File: src/rtl/bts_pkg.sv
// bts_pkg: shared widths, register codes, status struct and the divide-by-ten digit step
// for the blob target selector. No dependencies.

package bts_pkg;

	// field widths
	localparam int COORD_W  = 12;   // blob_left, blob_top
	localparam int SIZE_W   = 13;   // blob_width, blob_height, frame size, target
	localparam int AREA_W   = 25;   // blob_area and kept maxima
	localparam int ANCH_X_W = 14;   // red anchor column can reach left + width
	localparam int ANCH_Y_W = 13;   // top + height/2

	// distance unit
	localparam int DX_W       = ANCH_X_W;
	localparam int DY_W       = ANCH_Y_W;
	localparam int SQ_W       = 30;           // dx*dx + dy*dy, padded to an even width
	localparam int ROOT_W     = SQ_W / 2;
	localparam int REM_W      = ROOT_W + 2;
	localparam int MUL_STEPS  = DX_W;         // one multiplier bit per cycle
	localparam int ROOT_STEPS = ROOT_W;       // one root bit per cycle
	localparam int CNT_W      = 5;

	// area ratio test: (a / 10) * 7, one dividend bit per cycle
	localparam int DIV_STEPS = AREA_W;
	localparam int DCNT_W    = 5;
	localparam int DivBase   = 10;
	localparam int Ratio     = 7;
	localparam int DREM_W    = 4;

	// configuration port
	localparam int DATA_W     = 32;
	localparam int CFG_ADDR_W = 3;
	localparam int CFG_IDX_LSB = 2;
	localparam logic [0:0] REG_FRAME_WIDTH  = 1'b0;
	localparam logic [0:0] REG_FRAME_HEIGHT = 1'b1;
	localparam logic [SIZE_W-1:0] FW_RESET = 13'd640;
	localparam logic [SIZE_W-1:0] FH_RESET = 13'd480;

	typedef struct packed {
		logic              busy;
		logic [ROOT_W-1:0] root;
	} dist_stat_t;

	// one restoring step of a divide by ten: {quotient bit, next remainder}
	function automatic logic [DREM_W:0] div10_step(input logic [DREM_W-1:0] rem,
			input logic b);
		logic [DREM_W:0] r;
		r = {rem, b};
		if (r >= (DREM_W+1)'(DivBase)) begin
			div10_step = {1'b1, DREM_W'(r - (DREM_W+1)'(DivBase))};
		end else begin
			div10_step = {1'b0, r[DREM_W-1:0]};
		end
	endfunction

endpackage

File: src/rtl/bts_in_if.sv
// bts_in_if: input channel of the blob target selector, one blob record per word.
// Depends on bts_pkg for field widths.

interface bts_in_if;
	logic                             valid;
	logic                             ready;
	logic                             has_blob;
	logic [bts_pkg::COORD_W-1:0]      blob_left;
	logic [bts_pkg::COORD_W-1:0]      blob_top;
	logic [bts_pkg::SIZE_W-1:0]       blob_width;
	logic [bts_pkg::SIZE_W-1:0]       blob_height;
	logic [bts_pkg::AREA_W-1:0]       blob_area;
	logic                             is_yellow;
	logic                             is_last;

	modport source(output valid, has_blob, blob_left, blob_top, blob_width, blob_height,
		blob_area, is_yellow, is_last, input ready);
	modport sink(input valid, has_blob, blob_left, blob_top, blob_width, blob_height,
		blob_area, is_yellow, is_last, output ready);
endinterface

File: src/rtl/bts_out_if.sv
// bts_out_if: output channel of the blob target selector, one target point per word.
// Depends on bts_pkg for field widths.

interface bts_out_if;
	logic                        valid;
	logic                        ready;
	logic [bts_pkg::SIZE_W-1:0]  target_x;
	logic [bts_pkg::SIZE_W-1:0]  target_y;

	modport source(output valid, target_x, target_y, input ready);
	modport sink(input valid, target_x, target_y, output ready);
endinterface

File: src/rtl/bts_dist.sv
// bts_dist: floor(sqrt(dx*dx + dy*dy)), bit-serial square (one multiplier bit a cycle)
// then restoring square root (one root bit a cycle). Depends on bts_pkg.

module bts_dist (
	input  logic                       clk,
	input  logic                       arst_n,
	input  logic                       start,
	input  logic [bts_pkg::DX_W-1:0]   dx,
	input  logic [bts_pkg::DY_W-1:0]   dy,
	output bts_pkg::dist_stat_t        stat
);
	localparam int SQ_W   = bts_pkg::SQ_W;
	localparam int REM_W  = bts_pkg::REM_W;
	localparam int ROOT_W = bts_pkg::ROOT_W;
	localparam int CNT_W  = bts_pkg::CNT_W;
	localparam logic [CNT_W-1:0] LAST_STEP =
		CNT_W'(bts_pkg::MUL_STEPS + bts_pkg::ROOT_STEPS - 1);
	localparam logic [CNT_W-1:0] MUL_END = CNT_W'(bts_pkg::MUL_STEPS);

	logic                     busy_q;
	logic [CNT_W-1:0]         cnt_q;
	logic [bts_pkg::DX_W-1:0] xm_q;
	logic [bts_pkg::DY_W-1:0] ym_q;
	logic [SQ_W-1:0]          xs_q, ys_q, acc_q;
	logic [REM_W-1:0]         rem_q;
	logic [ROOT_W-1:0]        root_q;

	logic [SQ_W-1:0]          pp;
	logic [REM_W+1:0]         rem_sh, trial, rem_nx;
	logic                     ge;

	always_comb begin
		pp     = (xm_q[0] ? xs_q : '0) + (ym_q[0] ? ys_q : '0);
		rem_sh = {rem_q, acc_q[SQ_W-1 -: 2]};
		trial  = (REM_W+2)'({root_q, 2'b01});
		ge     = rem_sh >= trial;
		rem_nx = ge ? rem_sh - trial : rem_sh;
	end

	always_ff @(posedge clk or negedge arst_n) begin
		if (!arst_n) begin
			busy_q <= 1'b0;
			cnt_q  <= '0;
		end else if (start) begin
			busy_q <= 1'b1;
			cnt_q  <= '0;
		end else if (busy_q) begin
			cnt_q <= cnt_q + 1'b1;
			if (cnt_q == LAST_STEP) begin
				busy_q <= 1'b0;
			end
		end
	end

	always_ff @(posedge clk) begin
		if (start) begin
			xm_q   <= dx;
			ym_q   <= dy;
			xs_q   <= SQ_W'(dx);
			ys_q   <= SQ_W'(dy);
			acc_q  <= '0;
			rem_q  <= '0;
			root_q <= '0;
		end else if (busy_q) begin
			if (cnt_q < MUL_END) begin
				// shift-add square of both legs into one sum
				acc_q <= acc_q + pp;
				xm_q  <= xm_q >> 1;
				ym_q  <= ym_q >> 1;
				xs_q  <= xs_q << 1;
				ys_q  <= ys_q << 1;
			end else begin
				// two radicand bits per root bit, MSB first
				acc_q  <= acc_q << 2;
				rem_q  <= REM_W'(rem_nx);
				root_q <= {root_q[ROOT_W-2:0], ge};
			end
		end
	end

	assign stat.busy = busy_q;
	assign stat.root = root_q;

endmodule

File: src/rtl/blob_target_selector.sv
// blob_target_selector: steering target from per-frame blob records (yellow/red anchors).
// Blob word: ready is low from acceptance through calc and update (the bit-serial distance
// units set the calc length; the two 25-step divide-by-ten chains run alongside). Empty word:
// ready stays high unless last. Last word: result register loads in the finish state once any
// earlier result is taken; a pending result does not stall further input until the next last
// word. arst_n clears all control, anchors and maxima; sets frame_width 640, frame_height 480.

module blob_target_selector (
	input  logic                               clk,
	input  logic                               arst_n,
	// APB-style configuration port
	input  logic                               psel,
	input  logic                               penable,
	input  logic                               pwrite,
	input  logic [bts_pkg::CFG_ADDR_W-1:0]     paddr,
	input  logic [bts_pkg::DATA_W-1:0]         pwdata,
	output logic [bts_pkg::DATA_W-1:0]         prdata,
	output logic                               pready,
	// channels
	bts_in_if.sink                             blob_in,
	bts_out_if.source                          target_out
);
	localparam int SIZE_W   = bts_pkg::SIZE_W;
	localparam int AREA_W   = bts_pkg::AREA_W;
	localparam int AX_W     = bts_pkg::ANCH_X_W;
	localparam int AY_W     = bts_pkg::ANCH_Y_W;
	localparam int COORD_W  = bts_pkg::COORD_W;
	localparam int DREM_W   = bts_pkg::DREM_W;
	localparam int DCNT_W   = bts_pkg::DCNT_W;
	localparam logic [DCNT_W-1:0] DIV_END = DCNT_W'(bts_pkg::DIV_STEPS);

	typedef enum logic [3:0] {
		ST_IDLE = 4'b0001,
		ST_CALC = 4'b0010,
		ST_UPD  = 4'b0100,
		ST_FIN  = 4'b1000
	} state_t;

	// ---------------------------------------------------------------
	// configuration registers
	// ---------------------------------------------------------------
	logic [SIZE_W-1:0] fw_q, fh_q;
	logic              cfg_wr;
	logic [0:0]        cfg_idx;

	assign pready  = 1'b1;
	assign cfg_idx = paddr[bts_pkg::CFG_IDX_LSB];
	assign cfg_wr  = psel && penable && pwrite && pready;

	always_ff @(posedge clk or negedge arst_n) begin
		if (!arst_n) begin
			fw_q <= bts_pkg::FW_RESET;
			fh_q <= bts_pkg::FH_RESET;
		end else if (cfg_wr) begin
			unique case (cfg_idx)
				bts_pkg::REG_FRAME_WIDTH:  fw_q <= pwdata[SIZE_W-1:0];
				bts_pkg::REG_FRAME_HEIGHT: fh_q <= pwdata[SIZE_W-1:0];
			endcase
		end
	end

	always_comb begin
		unique case (cfg_idx)
			bts_pkg::REG_FRAME_WIDTH:  prdata = bts_pkg::DATA_W'(fw_q);
			bts_pkg::REG_FRAME_HEIGHT: prdata = bts_pkg::DATA_W'(fh_q);
		endcase
	end

	// ---------------------------------------------------------------
	// per-frame state and control
	// ---------------------------------------------------------------
	state_t             state_q, state_d;
	logic [AX_W-1:0]    red_x_q;
	logic [AY_W-1:0]    red_y_q;
	logic [AREA_W-1:0]  red_max_q;
	logic [COORD_W-1:0] yellow_x_q;
	logic [AY_W-1:0]    yellow_y_q;
	logic [AREA_W-1:0]  yellow_max_q;
	logic               out_valid_q;
	logic [SIZE_W-1:0]  out_x_q, out_y_q;
	logic [DCNT_W-1:0]  dcnt_q;

	// captured blob word and divider shift registers (payload, no reset)
	logic [AX_W-1:0]    cand_x_q;
	logic [AY_W-1:0]    cand_y_q;
	logic [AREA_W-1:0]  cand_area_q;
	logic               cand_yellow_q;
	logic               cand_last_q;
	logic [AREA_W-1:0]  qa_q, qm_q;      // dividend shifts out, quotient shifts in
	logic [DREM_W-1:0]  ra_q, rm_q;

	logic               in_acc, dist_start, out_load;

	assign blob_in.ready = (state_q == ST_IDLE);
	assign in_acc        = blob_in.valid && blob_in.ready;
	assign dist_start    = in_acc && blob_in.has_blob;
	assign out_load      = (state_q == ST_FIN) && (!out_valid_q || target_out.ready);

	// anchor of the incoming blob and the one it competes with
	logic [AX_W-1:0]    in_x, old_x, base_x;
	logic [AY_W-1:0]    in_y, old_y;
	logic [AREA_W-1:0]  old_max;
	logic [AX_W-1:0]    dx_new, dx_old;
	logic [AY_W-1:0]    dy_new, dy_old;

	always_comb begin
		in_y = AY_W'(blob_in.blob_top) + AY_W'(blob_in.blob_height >> 1);
		if (blob_in.is_yellow) begin
			in_x    = AX_W'(blob_in.blob_left);
			old_x   = AX_W'(yellow_x_q);
			old_y   = yellow_y_q;
			old_max = yellow_max_q;
		end else begin
			in_x    = AX_W'(blob_in.blob_left) + AX_W'(blob_in.blob_width);
			old_x   = red_x_q;
			old_y   = red_y_q;
			old_max = red_max_q;
		end
		// base point: (frame_width/2, frame_height)
		base_x = AX_W'(fw_q >> 1);
		dx_new = (in_x > base_x) ? in_x - base_x : base_x - in_x;
		dx_old = (old_x > base_x) ? old_x - base_x : base_x - old_x;
		dy_new = (in_y > fh_q) ? in_y - fh_q : fh_q - in_y;
		dy_old = (old_y > fh_q) ? old_y - fh_q : fh_q - old_y;
	end

	bts_pkg::dist_stat_t d_new, d_old;

	bts_dist u_dist_new (
		.clk    (clk),
		.arst_n (arst_n),
		.start  (dist_start),
		.dx     (dx_new),
		.dy     (dy_new),
		.stat   (d_new)
	);

	bts_dist u_dist_old (
		.clk    (clk),
		.arst_n (arst_n),
		.start  (dist_start),
		.dx     (dx_old),
		.dy     (dy_old),
		.stat   (d_old)
	);

	// divide-by-ten steps for area and kept maximum
	logic [DREM_W:0] sa, sm;
	assign sa = bts_pkg::div10_step(ra_q, qa_q[AREA_W-1]);
	assign sm = bts_pkg::div10_step(rm_q, qm_q[AREA_W-1]);

	always_ff @(posedge clk) begin
		if (dist_start) begin
			cand_x_q      <= in_x;
			cand_y_q      <= in_y;
			cand_area_q   <= blob_in.blob_area;
			cand_yellow_q <= blob_in.is_yellow;
			qa_q          <= blob_in.blob_area;
			qm_q          <= old_max;
			ra_q          <= '0;
			rm_q          <= '0;
		end else if (state_q == ST_CALC && dcnt_q != DIV_END) begin
			qa_q <= {qa_q[AREA_W-2:0], sa[DREM_W]};
			qm_q <= {qm_q[AREA_W-2:0], sm[DREM_W]};
			ra_q <= sa[DREM_W-1:0];
			rm_q <= sm[DREM_W-1:0];
		end
		if (in_acc) begin
			cand_last_q <= blob_in.is_last;
		end
	end

	// update decision: take the anchor, raise the maximum, or drop the blob
	logic [AREA_W-1:0] sel_max, area7, max7, new_max;
	logic              take;

	always_comb begin
		sel_max = cand_yellow_q ? yellow_max_q : red_max_q;
		area7   = AREA_W'(qa_q * AREA_W'(bts_pkg::Ratio));
		max7    = AREA_W'(qm_q * AREA_W'(bts_pkg::Ratio));
		new_max = sel_max;
		take    = 1'b0;
		priority if (sel_max < area7) begin
			// clearly larger blob: replaces the anchor outright
			new_max = cand_area_q;
			take    = 1'b1;
		end else if (cand_area_q > sel_max) begin
			new_max = cand_area_q;
			take    = d_old.root > d_new.root;
		end else if (cand_area_q < max7) begin
			take = 1'b0;   // too small against the kept maximum
		end else begin
			take = d_old.root > d_new.root;
		end
	end

	// result with fallbacks for missing classes
	logic [AX_W:0]     sum_x;
	logic [AY_W:0]     sum_y;
	logic [AX_W-1:0]   mid_x;
	logic [AY_W-1:0]   mid_y;
	logic [SIZE_W-1:0] tx, ty;

	always_comb begin
		sum_x = (AX_W+1)'(red_x_q) + (AX_W+1)'(yellow_x_q);
		sum_y = (AY_W+1)'(red_y_q) + (AY_W+1)'(yellow_y_q);
		mid_x = sum_x[AX_W:1];
		mid_y = sum_y[AY_W:1];
		priority if (mid_x == '0 && mid_y == '0) begin
			tx = fw_q >> 1;
			ty = fh_q >> 1;
		end else if (red_x_q == '0 && red_y_q == '0) begin
			tx = '0;
			ty = yellow_y_q;
		end else if (yellow_x_q == '0 && yellow_y_q == '0) begin
			tx = fw_q;
			ty = red_y_q;
		end else begin
			tx = mid_x[SIZE_W-1:0];
			ty = mid_y;
		end
	end

	always_comb begin
		state_d = state_q;
		unique case (state_q)
			ST_IDLE: begin
				if (in_acc) begin
					if (blob_in.has_blob) begin
						state_d = ST_CALC;
					end else if (blob_in.is_last) begin
						state_d = ST_FIN;
					end
				end
			end
			ST_CALC: begin
				if (dcnt_q == DIV_END && !d_new.busy && !d_old.busy) begin
					state_d = ST_UPD;
				end
			end
			ST_UPD: begin
				state_d = cand_last_q ? ST_FIN : ST_IDLE;
			end
			ST_FIN: begin
				if (out_load) begin
					state_d = ST_IDLE;
				end
			end
			default: state_d = ST_IDLE;
		endcase
	end

	always_ff @(posedge clk or negedge arst_n) begin
		if (!arst_n) begin
			state_q      <= ST_IDLE;
			dcnt_q       <= '0;
			out_valid_q  <= 1'b0;
			red_x_q      <= '0;
			red_y_q      <= '0;
			red_max_q    <= '0;
			yellow_x_q   <= '0;
			yellow_y_q   <= '0;
			yellow_max_q <= '0;
		end else begin
			state_q <= state_d;

			if (dist_start) begin
				dcnt_q <= '0;
			end else if (state_q == ST_CALC && dcnt_q != DIV_END) begin
				dcnt_q <= dcnt_q + 1'b1;
			end

			if (state_q == ST_UPD) begin
				if (cand_yellow_q) begin
					yellow_max_q <= new_max;
					if (take) begin
						yellow_x_q <= cand_x_q[COORD_W-1:0];
						yellow_y_q <= cand_y_q;
					end
				end else begin
					red_max_q <= new_max;
					if (take) begin
						red_x_q <= cand_x_q;
						red_y_q <= cand_y_q;
					end
				end
			end

			if (out_load) begin
				out_valid_q  <= 1'b1;
				red_x_q      <= '0;
				red_y_q      <= '0;
				red_max_q    <= '0;
				yellow_x_q   <= '0;
				yellow_y_q   <= '0;
				yellow_max_q <= '0;
			end else if (target_out.ready) begin
				out_valid_q <= 1'b0;
			end
		end
	end

	always_ff @(posedge clk) begin
		if (out_load) begin
			out_x_q <= tx;
			out_y_q <= ty;
		end
	end

	assign target_out.valid    = out_valid_q;
	assign target_out.target_x = out_x_q;
	assign target_out.target_y = out_y_q;

`ifndef SYNTH
	a_dist_only_in_calc: assert property (@(posedge clk) disable iff (!arst_n)
		(d_new.busy || d_old.busy) |-> state_q == ST_CALC)
		else $error("distance unit busy outside calc");

	a_upd_after_all_done: assert property (@(posedge clk) disable iff (!arst_n)
		state_q == ST_UPD |-> (!d_new.busy && !d_old.busy && dcnt_q == DIV_END))
		else $error("update before divide/distance finished");

	a_clear_after_result: assert property (@(posedge clk) disable iff (!arst_n)
		out_load |=> (red_max_q == '0 && yellow_max_q == '0 && out_valid_q))
		else $error("frame state not cleared after result");

	a_result_from_fin: assert property (@(posedge clk) disable iff (!arst_n)
		$rose(out_valid_q) |-> $past(state_q == ST_FIN))
		else $error("result word raised outside fin");
`endif

endmodule
File: src/flat_wrapper.sv
// flat-port wrapper written by rule: the top's interface ports become plain ports
module blob_target_selector_flat 
  (clk, arst_n, psel, penable, pwrite, paddr, pwdata, prdata, pready, blob_in_valid, blob_in_has_blob, blob_in_blob_left, blob_in_blob_top, blob_in_blob_width, blob_in_blob_height, blob_in_blob_area, blob_in_is_yellow, blob_in_is_last, blob_in_ready, target_out_valid, target_out_target_x, target_out_target_y, target_out_ready);
  bts_in_if blob_in_i ();
  bts_out_if target_out_i ();
  input  logic clk;
  input  logic arst_n;
  input  logic psel;
  input  logic penable;
  input  logic pwrite;
  input  logic [bts_pkg::CFG_ADDR_W-1:0] paddr;
  input  logic [bts_pkg::DATA_W-1:0] pwdata;
  output logic [bts_pkg::DATA_W-1:0] prdata;
  output logic pready;
  input wire logic [$bits(blob_in_i.valid)-1:0] blob_in_valid;
  input wire logic [$bits(blob_in_i.has_blob)-1:0] blob_in_has_blob;
  input wire logic [$bits(blob_in_i.blob_left)-1:0] blob_in_blob_left;
  input wire logic [$bits(blob_in_i.blob_top)-1:0] blob_in_blob_top;
  input wire logic [$bits(blob_in_i.blob_width)-1:0] blob_in_blob_width;
  input wire logic [$bits(blob_in_i.blob_height)-1:0] blob_in_blob_height;
  input wire logic [$bits(blob_in_i.blob_area)-1:0] blob_in_blob_area;
  input wire logic [$bits(blob_in_i.is_yellow)-1:0] blob_in_is_yellow;
  input wire logic [$bits(blob_in_i.is_last)-1:0] blob_in_is_last;
  output wire logic [$bits(blob_in_i.ready)-1:0] blob_in_ready;
  output wire logic [$bits(target_out_i.valid)-1:0] target_out_valid;
  output wire logic [$bits(target_out_i.target_x)-1:0] target_out_target_x;
  output wire logic [$bits(target_out_i.target_y)-1:0] target_out_target_y;
  input wire logic [$bits(target_out_i.ready)-1:0] target_out_ready;
  assign blob_in_i.valid = blob_in_valid;
  assign blob_in_i.has_blob = blob_in_has_blob;
  assign blob_in_i.blob_left = blob_in_blob_left;
  assign blob_in_i.blob_top = blob_in_blob_top;
  assign blob_in_i.blob_width = blob_in_blob_width;
  assign blob_in_i.blob_height = blob_in_blob_height;
  assign blob_in_i.blob_area = blob_in_blob_area;
  assign blob_in_i.is_yellow = blob_in_is_yellow;
  assign blob_in_i.is_last = blob_in_is_last;
  assign blob_in_ready = blob_in_i.ready;
  assign target_out_valid = target_out_i.valid;
  assign target_out_target_x = target_out_i.target_x;
  assign target_out_target_y = target_out_i.target_y;
  assign target_out_i.ready = target_out_ready;
  blob_target_selector u_core (.clk(clk), .arst_n(arst_n), .psel(psel), .penable(penable), .pwrite(pwrite), .paddr(paddr), .pwdata(pwdata), .prdata(prdata), .pready(pready), .blob_in(blob_in_i), .target_out(target_out_i));
endmodule
File: config.mk
export PLATFORM = sky130hd
export DESIGN_NAME = blob_target_selector_flat
export DESIGN_NICKNAME = d
export VERILOG_FILES = /design/src/rtl/bts_pkg.sv /design/src/rtl/bts_in_if.sv /design/src/rtl/bts_out_if.sv /design/src/rtl/bts_dist.sv /design/src/rtl/blob_target_selector.sv /design/src/flat_wrapper.sv
export SDC_FILE = /design/constraint.sdc
export NUM_CORES = 2
export LEC_CHECK = 0
export BUFFER_PORTS_ARGS = -buffer_cell sky130_fd_sc_hd__buf_2
export CORE_AREA = 2 2 282 284
export CTS_CLUSTER_DIAMETER = 100
export DETAILED_ROUTE_END_ITERATION = 8
export DIE_AREA = 0 0 284 286
export PLACE_DENSITY = 0.75
export SYNTH_ARGS = -nofsm -noshare
export SYNTH_HDL_FRONTEND = slang
export SYNTH_SLANG_ARGS = --single-unit
File: constraint.sdc
create_clock -name clk -period 5.2 [get_ports clk]
set_input_delay 1.04 -clock clk [delete_from_list [all_inputs] [get_ports clk]]
set_output_delay 1.04 -clock clk [all_outputs]
set_load 0.01 [all_outputs]
==> impl_metrics.json <==
{
  "drt_first_pass_iters": 6,
  "grt_pass1_vias": 34080,
  "ys_types": 94,
  "placed_cell_area_mm2": 0.04556,
  "layout_worst_path_cycle_share_pct": 102.1,
  "status": "finished with violations",
  "grt_remaining_overflow": 0,
  "die_area_mm2": 0.08122,
  "tightest_slew_ps": 1292,
  "drcViolationCount": 0,
  "coreArea_mm2": 0.07836,
  "routabilityCongestion": 0.9506,
  "grt_max_degree": 123,
  "grt_pass1_wl_mm": 176.8,
  "vias": 35070,
  "netlist_area_mm2": 0.04279,
  "syn_to_final_growth_pct": 13.46,
  "timing.final.ws_setup_ps": -111.2,
  "io_buffers": 138,
  "hold_path_class": "input pin to asynchronous set/reset pin",
  "ys_seq_elements": 586,
  "finish.net_count": 5535,
  "failed_checks": "negative setup slack",
  "relSlewSlack_pct": 13.79,
  "r2r_setup_slack_ps": -110,
  "timing.hold.ws_ps": 399.8,
  "antenna_violating_nets_post_route": 0,
  "hold_viol_final": 0,
  "cp_max_fo": 4,
  "skew_ps": 32.59,
  "synth-edff-count": 238,
  "final_cell_area_mm2": 0.04855,
  "crit_required_ps": 5690,
  "cts-root-buf": "clkbuf_16",
  "start_kind": "flop",
  "wl_per_cell_um": 18.25,
  "slew_violations": 0,
  "yosysSeqAreaShare_pct": 34.76,
  "fin_crit_ps": 5311,
  "syn_inst": 4707,
  "clock_latency_ps": 620,
  "antenna_found_initial": 0,
  "synthFlopType": "edfxtp_1",
  "drive_gt1_share_pct": 13.37,
  "ios": 181,
  "final.setup.tns_ps": -4317,
  "cp-end-kind": "flop",
  "rsz0062_at_grt": "yes",
  "cts_tree": "done",
  "viasPerCell": 5.821,
  "routed_wl_mm": 110.0,
  "initial_core_util_pct": 54.61,
  "finalSetupViolCount": 63,
  "critPathKind": "flop to flop",
  "cts-htree-levels": 3,
  "synth.avg_cell_area_um2": 9.091,
  "die_y_um": 286,
  "cts_buffers": 69,
  "dp_slack_ps": -456.2,
  "grt_usage_pct": 26.55,
  "clk_pin_slew_worst_paths_ps": 60,
  "drt-initial-drc-count": 2749,
  "dpl.hpwl_mm": 79.48,
  "core.rowCount": 103,
  "clockBufferDepth": 3,
  "cap_violations": 0,
  "critical_path_arrival_ps": 5800,
  "fmax_mhz": 188.3,
  "die_x_um": 284,
  "clock-sinks": 586,
  "synthArstFlopShare_pct": 25.60,
  "yosysWarnings": 0
}
state kept, by name, summed over array words and instances, names as in the netlist, 15 cells and up:
name,flops
u_core.u_dist_new.ys_q,30
u_core.u_dist_old.ys_q,30
u_core.cand_area_q,25
u_core.u_dist_old.root_q,15
u_core.u_dist_new.rem_q,17
u_core.qm_q,25
u_core.u_dist_new.root_q,15
u_core.red_max_q,25
u_core.yellow_max_q,25
u_core.u_dist_old.rem_q,17
u_core.u_dist_old.xs_q,30
u_core.u_dist_new.xs_q,30
u_core.u_dist_old.acc_q,30
u_core.qa_q,25
u_core.u_dist_new.acc_q,30
final cells by class:
cell class / count / area, µm²
fillers: 6536 / 29800
multi-input cells: 3645 / 26550
flip-flops and latches: 586 / 14880
repair buffers: 347 / 2491
clock buffers: 93 / 1938
well taps: 1050 / 1314
inverters: 271 / 1025
clock inverters: 32 / 354.1
diodes: 1 / 2.502
worst paths after layout:
check                                                  end  cells after the start                       start
worst max-delay path                u_core.yellow_max_q[3]                     24             u_core.qa_q[12]
worst min register to register  u_core.u_dist_old.ys_q[17]                      2  u_core.u_dist_old.ys_q[16]
worst max register to register      u_core.yellow_max_q[3]                     24             u_core.qa_q[12]
max in group asynchronous               u_core.red_x_q[12]                      2                      arst_n
min in group clk                u_core.u_dist_old.ys_q[17]                      2  u_core.u_dist_old.ys_q[16]
worst min-delay path                       u_core.fh_q[10]                      1                      arst_n
through the flow:
step | util [%] | cells
2_1_floorplan | - | 4725
3_3_place_gp | 58.15 | 5881
3_5_place_dp | 58.15 | 5881
4_1_cts | 61.44 | 6014
5_1_grt | 61.96 | 6024
6_report | 61.96 | 6025
layer usage:
layer | vias up | wire (µm) | part of all wire, % | GRT usage [%]
met1 | 16850 | 48970 | 45 | 34.96
met4 | 0 | 4506 | 4.1 | 10.64
met2 | 960 | 51480 | 47 | 44.54
met3 | 246 | 5025 | 4.6 | 3.341
met5 | - | 0 | 0 | 0
li1 | 17020 | - | - | -
cell usage in the layout (no fill, tap or decap), types with 13 or more instances in the layout:
master / Yosys / routed
and3_1: 27 / 26
buf_12: 0 / 13
o21ai_1: 0 / 38
nand2b_1: 48 / 48
nor2_1: 324 / 321
dfrtp_1: 143 / 141
nand4_1: 53 / 53
ha_1: 377 / 373
nand3_1: 76 / 74
a31oi_1: 32 / 29
inv_1: 271 / 269
mux2i_4: 0 / 16
a311oi_1: 16 / 15
mux2_2: 83 / 83
nand2_1: 639 / 631
o31ai_1: 21 / 18
clkbuf_16: 0 / 71
edfxtp_1: 238 / 238
dfxtp_1: 198 / 198
nor3_1: 73 / 73
a21oi_1: 391 / 382
a21o_1: 142 / 142
and2_1: 136 / 136
or3_1: 15 / 15
o21bai_1: 31 / 31
clkbuf_1: 170 / 13
buf_2: 10 / 136
a211oi_1: 37 / 35
o211ai_1: 20 / 20
nor4_1: 24 / 24
fa_1: 118 / 116
o21a_1: 52 / 52
o21ai_0: 258 / 214
nor2b_1: 35 / 33
buf_4: 28 / 189
xor2_1: 81 / 81
xnor2_1: 99 / 99
mux2i_1: 235 / 211
conb_1: 2 / 20
a31o_2: 15 / 14
cell families (layout without fill, tap and decap cells):
logic type                 after synthesis  after routing  synth area share, %
AOI/OAI and AO/OA                     1125           1125                16.39
buffers and inverters                  494            743                4.629
DFF                                    586            586                34.76
adders and majority gates              495            495                16.54
xor gates and xnor gates               180            180                3.684
other                                    2             21              0.01755
muxes                                  328            328                7.944
and+or+nand+nor                       1497           1497                16.04
timing repair:
item                       CTS  global route
resized for setup           46            97
pin swaps                   30            53
gates cloned                 2             2
hold buffers                 0             0
setup endpoints to repair  102           125
buffers inserted             7             9
worst max-delay path, cell delays in order (launching register included):
cell	delay (ps)
edfxtp_1	500
fa_1	500
ha_1	360
and3_4	170
nand2_2	60
or3b_4	400
a21oi_4	180
o31ai_4	90
nand4_1	100
nand4_1	150
a31o_2	240
a21oi_2	120
xnor2_1	90
ha_1	300
nand4_1	180
nor2_4	190
nand2_2	90
a311oi_4	330
a211oi_4	110
buf_6	140
a21boi_4	210
buf_6	140
clkbuf_16	150
mux2i_2	240
o21ai_0	110
Yosys cell counts, drive strengths merged, types with 35 or more instances:
cell / n / area share (%)
clkbuf: 171 / 1.5
xnor2: 99 / 2.0
buf: 52 / 0.75
nand2b: 48 / 0.70
nand2: 639 / 5.6
mux2i: 235 / 5.5
nand3: 76 / 0.89
inv: 271 / 2.4
edfxtp: 238 / 17
o21ai: 259 / 3.0
dfrtp: 143 / 8.4
ha: 377 / 11
xor2: 81 / 1.7
nand4: 53 / 0.77
a211oi: 38 / 0.68
a21o: 142 / 2.5
nor3: 73 / 0.85
a21oi: 394 / 4.6
o21a: 52 / 0.91
fa: 118 / 5.5
dfxtp: 198 / 9.3
and2: 136 / 2.0
mux2: 93 / 2.4
nor2b: 35 / 0.51
nor2: 325 / 2.9
Power is left out: the tool's default activity adds up to more than one toggle a clock period on the data nets, which glitch-free logic cannot reach.
